[src/rtl/core/pwbt_pkg.sv]
package pwbt_pkg;

	localparam int unsigned CFG_W            = 12;
	localparam int unsigned CFG_IDX_W        = 2;
	localparam int unsigned DATA_W           = 8;
	localparam int unsigned BITS_PER_FRAME_D = 8;
	localparam int unsigned TICK_CNT_W_D     = 12;

	localparam logic [CFG_W-1:0] START_HIGH_RST = CFG_W'(1000);
	localparam logic [CFG_W-1:0] START_LOW_RST  = CFG_W'(3200);
	localparam logic [CFG_W-1:0] LONG_RST       = CFG_W'(600);
	localparam logic [CFG_W-1:0] SHORT_RST      = CFG_W'(200);

	typedef enum logic [CFG_IDX_W-1:0] {
		REG_START_HIGH = 2'd0,
		REG_START_LOW  = 2'd1,
		REG_LONG       = 2'd2,
		REG_SHORT      = 2'd3
	} reg_idx_t;

	typedef enum logic {
		CMD_TICK = 1'b0,
		CMD_SEND = 1'b1
	} cmd_t;

	typedef struct packed {
		logic              command;
		logic [DATA_W-1:0] data_byte;
	} item_t;

	typedef struct packed {
		logic line_level;
		logic busy_res;
		logic rejected;
		logic frame_done;
	} result_t;

endpackage

[src/rtl/core/pulse_width_byte_transmitter.sv]
// Each accepted item yields a result beat, registered into the output register or, while it is stalled, the skid entry.
// Throughput: one item per cycle while the skid entry is empty; a two-deep output
// buffer takes one more item during a downstream stall, then holds cmd_ready low.
// Reset (arst_n, async, active low): idle, line high, timing registers at
// their default lengths, output buffer empty.
module pulse_width_byte_transmitter #(
	parameter int unsigned BITS_PER_FRAME   = pwbt_pkg::BITS_PER_FRAME_D,
	parameter int unsigned TICK_COUNT_WIDTH = pwbt_pkg::TICK_CNT_W_D
) (
	input  logic                             clk,
	input  logic                             arst_n,
	input  logic                             cmd_valid,
	output logic                             cmd_ready,
	input  pwbt_pkg::item_t                  cmd,
	output logic                             res_valid,
	input  logic                             res_ready,
	output pwbt_pkg::result_t                res,
	input  logic                             cfg_we,
	input  logic [pwbt_pkg::CFG_IDX_W-1:0]   cfg_index,
	input  logic [pwbt_pkg::CFG_W-1:0]       cfg_data
);

	localparam int unsigned CW = pwbt_pkg::CFG_W;
	localparam int unsigned TW = TICK_COUNT_WIDTH;
	localparam int unsigned LW = ((TW > CW) ? TW : CW) + 1;
	localparam int unsigned BW = $clog2(BITS_PER_FRAME + 1);
	localparam logic [LW-1:0] CNT_MAX = {{(LW-TW){1'b0}}, {TW{1'b1}}};

	typedef enum logic [2:0] {
		PH_IDLE,
		PH_START_HI,
		PH_START_LO,
		PH_BIT_HI,
		PH_BIT_LO
	} phase_t;

	logic [CW-1:0] start_high_q, start_low_q, long_q, short_q;

	phase_t                        phase_q, phase_d;
	logic [TW-1:0]                 tick_q, tick_d;
	logic [BW-1:0]                 bit_q, bit_d;
	logic [pwbt_pkg::DATA_W-1:0]   shift_q, shift_d;
	logic                          line_q, line_d;
	logic                          rejected_d, done_d;

	logic [CW-1:0] sel_len;
	logic [LW-1:0] len, spent;
	logic [BW:0]   bit_next;
	logic          accept;

	pwbt_pkg::result_t result_d, skid_s1;
	logic              skid_valid_q;

	assign cmd_ready = !skid_valid_q;
	assign accept    = cmd_valid && cmd_ready;

	always_ff @(posedge clk or negedge arst_n) begin
		if (!arst_n) begin
			start_high_q <= pwbt_pkg::START_HIGH_RST;
			start_low_q  <= pwbt_pkg::START_LOW_RST;
			long_q       <= pwbt_pkg::LONG_RST;
			short_q      <= pwbt_pkg::SHORT_RST;
		end else if (cfg_we) begin
			case (pwbt_pkg::reg_idx_t'(cfg_index))
				pwbt_pkg::REG_START_HIGH: start_high_q <= cfg_data;
				pwbt_pkg::REG_START_LOW:  start_low_q  <= cfg_data;
				pwbt_pkg::REG_LONG:       long_q       <= cfg_data;
				pwbt_pkg::REG_SHORT:      short_q      <= cfg_data;
				default: ;
			endcase
		end
	end

	always_comb begin
		case (phase_q)
			PH_START_HI: sel_len = start_high_q;
			PH_START_LO: sel_len = start_low_q;
			PH_BIT_HI:   sel_len = shift_q[0] ? long_q : short_q;
			PH_BIT_LO:   sel_len = shift_q[0] ? short_q : long_q;
			default:     sel_len = CW'(1);
		endcase
	end

	// zero acts as one; lengths above the counter range saturate
	always_comb begin
		if (sel_len == '0) begin
			len = LW'(1);
		end else if (LW'(sel_len) > CNT_MAX) begin
			len = CNT_MAX;
		end else begin
			len = LW'(sel_len);
		end
	end

	assign spent    = LW'(tick_q) + LW'(1);
	assign bit_next = {1'b0, bit_q} + (BW+1)'(1);

	always_comb begin
		phase_d    = phase_q;
		tick_d     = tick_q;
		bit_d      = bit_q;
		shift_d    = shift_q;
		line_d     = line_q;
		rejected_d = 1'b0;
		done_d     = 1'b0;
		if (cmd.command == pwbt_pkg::CMD_SEND) begin
			if (phase_q == PH_IDLE) begin
				shift_d = cmd.data_byte;
				bit_d   = '0;
				tick_d  = '0;
				line_d  = 1'b1;
				phase_d = PH_START_HI;
			end else begin
				rejected_d = 1'b1;
			end
		end else if (phase_q != PH_IDLE) begin
			if (spent >= len) begin
				tick_d = '0;
				case (phase_q)
					PH_START_HI: begin
						line_d  = 1'b0;
						phase_d = PH_START_LO;
					end
					PH_START_LO: begin
						line_d  = 1'b1;
						bit_d   = '0;
						phase_d = PH_BIT_HI;
					end
					PH_BIT_HI: begin
						line_d  = 1'b0;
						phase_d = PH_BIT_LO;
					end
					default: begin
						shift_d = shift_q >> 1;
						line_d  = 1'b1;
						if (bit_next >= (BW+1)'(BITS_PER_FRAME)) begin
							bit_d   = '0;
							phase_d = PH_IDLE;
							done_d  = 1'b1;
						end else begin
							bit_d   = bit_next[BW-1:0];
							phase_d = PH_BIT_HI;
						end
					end
				endcase
			end else begin
				tick_d = spent[TW-1:0];
			end
		end
	end

	always_comb begin
		result_d.line_level = line_d;
		result_d.busy_res   = (phase_d != PH_IDLE);
		result_d.rejected   = rejected_d;
		result_d.frame_done = done_d;
	end

	always_ff @(posedge clk or negedge arst_n) begin
		if (!arst_n) begin
			phase_q <= PH_IDLE;
			tick_q  <= '0;
			bit_q   <= '0;
			shift_q <= '0;
			line_q  <= 1'b1;
		end else if (accept) begin
			phase_q <= phase_d;
			tick_q  <= tick_d;
			bit_q   <= bit_d;
			shift_q <= shift_d;
			line_q  <= line_d;
		end
	end

	// output beat register with one skid entry behind it
	always_ff @(posedge clk or negedge arst_n) begin
		if (!arst_n) begin
			res_valid    <= 1'b0;
			skid_valid_q <= 1'b0;
		end else if (!res_valid || res_ready) begin
			if (skid_valid_q) begin
				res_valid    <= 1'b1;
				skid_valid_q <= 1'b0;
			end else begin
				res_valid <= accept;
			end
		end else if (accept) begin
			skid_valid_q <= 1'b1;
		end
	end

	always_ff @(posedge clk) begin
		if (!res_valid || res_ready) begin
			if (skid_valid_q) begin
				res <= skid_s1;
			end else if (accept) begin
				res <= result_d;
			end
		end else if (accept) begin
			skid_s1 <= result_d;
		end
	end

endmodule
[config.mk]
export PLATFORM = sky130hd
export DESIGN_NAME = pulse_width_byte_transmitter
export DESIGN_NICKNAME = d
export VERILOG_FILES = /design/src/rtl/core/pwbt_pkg.sv /design/src/rtl/core/pulse_width_byte_transmitter.sv
export SDC_FILE = /design/constraint.sdc
export NUM_CORES = 1
export LEC_CHECK = 0
export BUFFER_PORTS_ARGS = -buffer_cell sky130_fd_sc_hd__buf_2
export CAP_MARGIN = 20
export CORE_UTILIZATION = 60
export DETAILED_ROUTE_END_ITERATION = 7
export GPL_TIMING_DRIVEN = 0
export PLACE_DENSITY = 0.91
export SLEW_MARGIN = 10
export SYNTH_ARGS = -nofsm -noshare
export SYNTH_HDL_FRONTEND = slang
export SYNTH_SLANG_ARGS = --single-unit
[constraint.sdc]
create_clock -name clk -period 5 [get_ports clk]
set_input_delay 0 -clock clk [delete_from_list [all_inputs] [get_ports clk]]
set_output_delay 0 -clock clk [all_outputs]
set_load 0.01 [all_outputs]
==> summary.txt <==
Outcome
  – Outcome: complete, no violations

CTS
  – Skew-Pair Late Insertion Delay: 0.36 ns
  – Clock sink count: 86
  – Longest Clk Path Bufs: 2
  – Post-cts gate resize count: 0
  – Root Driver: clkbuf_8
  – Hold-fix buffers at CTS: 18
  – CTS tree: yes
  – CTS Buf Count: 9
  – H-tree levels: 3
  – Clock slew at reported path FFs: 0.09 ns
  – Post-CTS Setup Inserts: 0

Global routing
  – GRT Residual Overflow: 0
  – GRT Total Usage: 28.36%
  – Initial antenna violation count: 0
  – First-pass GRT wire length: 18420 um
  – Number of global-route vias before repair: 3840
  – Largest net degree at the start of global routing: 61

Place
  – Gpl congestion: 0.9554
  – IO buf count: 33
  – Placed Cells: 556
  – DPL Wire Length: 7797 um

Critical path
  – CP startpoint kind: register
  – Crit path from: shift_q[0]$_DFFE_PN0P_
  – CP Data Arrival Time: 4.56 ns
  – CP Max Fanout: 10
  – Worst R2R Start: shift_q[0]$_DFFE_PN0P_
  – Critical path class: register to register
  – Critical Path RT: 5.25 ns
  – Critical Path Sink Type: register
  – Reg2reg setup slack: 0.68 ns

Timing
  – Final setup fails: 0
  – Post-route clock period utilization: 86.33%
  – RSZ-0062 raised after global routing: no
  – Least-Margin Pin Slew: 0.6829 ns
  – Worst Skew: 0.008487 ns
  – Final Hold Violating Endpoints: 0
  – WHS: 0.004071 ns
  – Final Max Tran Viols: 0
  – Setup TNS: 0 ns
  – Rel. slew slack: 54.48%
  – Final worst path period need: 4.316 ns
  – FMAX: 0.2317 GHz

Drt
  – Wire length per cell: 18.90 um
  – Pre-antenna DRT Iters: 5
  – Post-DRT Antenna Nets: 0
  – Detailed Route Iter0 Violations: 317
  – Vias post-DR: 3882
  – Post-Route WL: 11150 um
  – Residual DRC: 0
  – Via/cell ratio: 6.580

Layout
  – Fin util: 72.66%
  – Antenna diodes: 0
  – Share of cells above drive strength 1: 28.31%
  – Final std cells w/o fill: 590
  – Final nets: 530
  – P&R area growth vs syn: 14.60%

Synth
  – Yosys cell types: 55
  – Mapped cell area: 4722 um2
  – Commonest cells in the netlist: 64 x mux2_2, 61 x dfrtp_1, 33 x nand2_1
  – Post-synthesis net count: 467
  – XOR/XNOR Fraction of Synth Area: 1.855%
  – Yosys reg bits: 86
  – Mapped Cells: 423
  – Post-synthesis async set-or-reset flop share: 90.70%
  – Top-count cell post-synth: mux2_2
  – Adder-cell share of the synthesized area: 4.240%
  – Post-synth top area share: 32.33%
  – Simple-gate share of the synthesized area: 12.29%
  – Compound-cell area share of the yosys netlist: 15.16%
  – Largest area contributor in the netlist: dfrtp_1
  – Multiplexer share of the synthesized area: 16.96%
  – Largest family of logic cells by synthesized area: multiplexers
  – Ys flop type: dfrtp_1
  – Register area share after synthesis: 46.87%
  – Syn Area/Cell: 11.16 um2
  – EDFF count, synth: 8
  – Synth warn: 0
  – Top cells by area, synth: dfrtp_1 32%, mux2_2 15%, dfstp_2 9.5%

Hold path
  – Min-Delay Path Class: primary input to register
  – Min-delay src: cmd[5]

Power and ir drop
  – Comb pwr share: 42.8%
  – Internal: 1587 uW
  – Clk pwr share: 18.7%
  – Peak supply drop: 253.9 uV
  – Switching power of the nets: 980.9 uW
  – Overall Power: 2568 uW
  – Seq pwr share: 38.4%
  – Pleak: 0.002260 uW
  – Switching share of power: 38.20%
  – Cell area power density: 474.5 nW/um2

Floorplanning
  – I/O pins: 34
  – Core ar.: 7447 um2
  – Die Height: 90.72 um
  – Starting Density: 63.41%
  – Num rows: 31
  – Die area: 8229 um2
  – Chip Width: 90.72 um

Job
  – Maxcap violations: 0
[cells in the final DEF, fill, tap and decap left out, drive strengths merged, types with 4 or more instances in the layout]
cell and n:
mux2 64, dfrtp 61, buf 43, nand2 33, clkbuf 25, o21ai 20, nor2 19, dlygate4sd3 18
dfstp 17, a221oi 16, nand3 16, ha 16, a21oi 12, o22a 10, and3 9, a22oi 8
mux2i 8, edfxtp 8, nor2b 7, xnor2 7, nand4 6, a22o 6, clkinv 6, nor3 4
o31ai 4, nor3b 4
[registers in the layout, summed over array words and instances, names as in the netlist]
register	count
shift_q	8
skid_s1	4
start_low_q	12
long_q	12
res_valid	1
line_q	1
skid_valid_q	1
short_q	12
res	4
start_high_q	12
tick_q	12
phase_q	3
bit_q	4
[path summary, 6_finish.rpt]
path                                                    to  cells past startpoint
worst min register to register  start_low_q[6]$_DFFE_PN0P_                      1
min in group asynchronous            tick_q[8]$_DFFE_PN0P_                      2
max in group asynchronous            long_q[6]$_DFFE_PN1P_                      3
worst max register to register      shift_q[2]$_DFFE_PN0P_                     15
worst min-delay path                shift_q[5]$_DFFE_PN0P_                      3
worst max-delay path                shift_q[2]$_DFFE_PN0P_                     15
[final cells by class]
| cell class | count | area (um2) |
|---|---|---|
| sequential | 86 | 2213 |
| inverter | 5 | 18.77 |
| multi-input combinational | 308 | 2385 |
| fill | 526 | 2036 |
| buffer | 24 | 105.1 |
| timing repair buffer | 52 | 375.4 |
| clock inverter | 6 | 62.56 |
| tap | 99 | 123.9 |
| clock buffer | 10 | 127.6 |
[worst max-delay path, cell delays in order (launching register included)]
cell      delay (ns)
dfrtp_1         0.34
clkbuf_1        0.46
clkinv_1        0.45
nand2_1         0.16
o21ai_0         0.10
a222oi_1        0.38
nand4_1         0.15
o31ai_1         0.28
ha_1            0.17
nand4_1         0.12
nor2_1          0.15
o221ai_1        0.19
and3_1          0.22
buf_6           0.14
nor4_4          0.48
mux2_2          0.40
[metal layers]
metal  part of all wire [%]  global-route usage [%]
met1                     43                   36.84
met2                     49                   46.78
met3                    5.9                   5.303
met4                    2.2                   11.42
met5                      0                       0
[metrics by stage]
stage / cell area [um2] / worst slack [ns]
after floorplan: 4722 / 1.468
after global placement: 5011 / 1.023
after detailed placement: 5041 / 0.7992
after CTS: 5411 / 0.8007
after global routing: 5411 / 0.4479
final: 5411 / 0.6837
[cells by family after synthesis]
logic type / count (synthesis)
and+or+nand+nor: 111
AOI/OAI and AO/OA: 99
DFF: 86
muxes: 72
buffers and inverters: 29
adders and majority gates: 16
xor gates and xnor gates: 10
[power by group through the flow]
| stage | Sequential [uW] | Combinational (uW) | Clock (uW) |
|---|---|---|---|
| after global routing | 1000 | 1200 | 514 |
| after floorplan | 963 | 787 | 0 |
| after global placement | 980 | 981 | 0 |
| after detailed placement | 996 | 1050 | 0 |
| final | 987 | 1100 | 481 |
| after CTS | 983 | 1080 | 486 |
No activity file was read; power rests on OpenSTA's default activity.
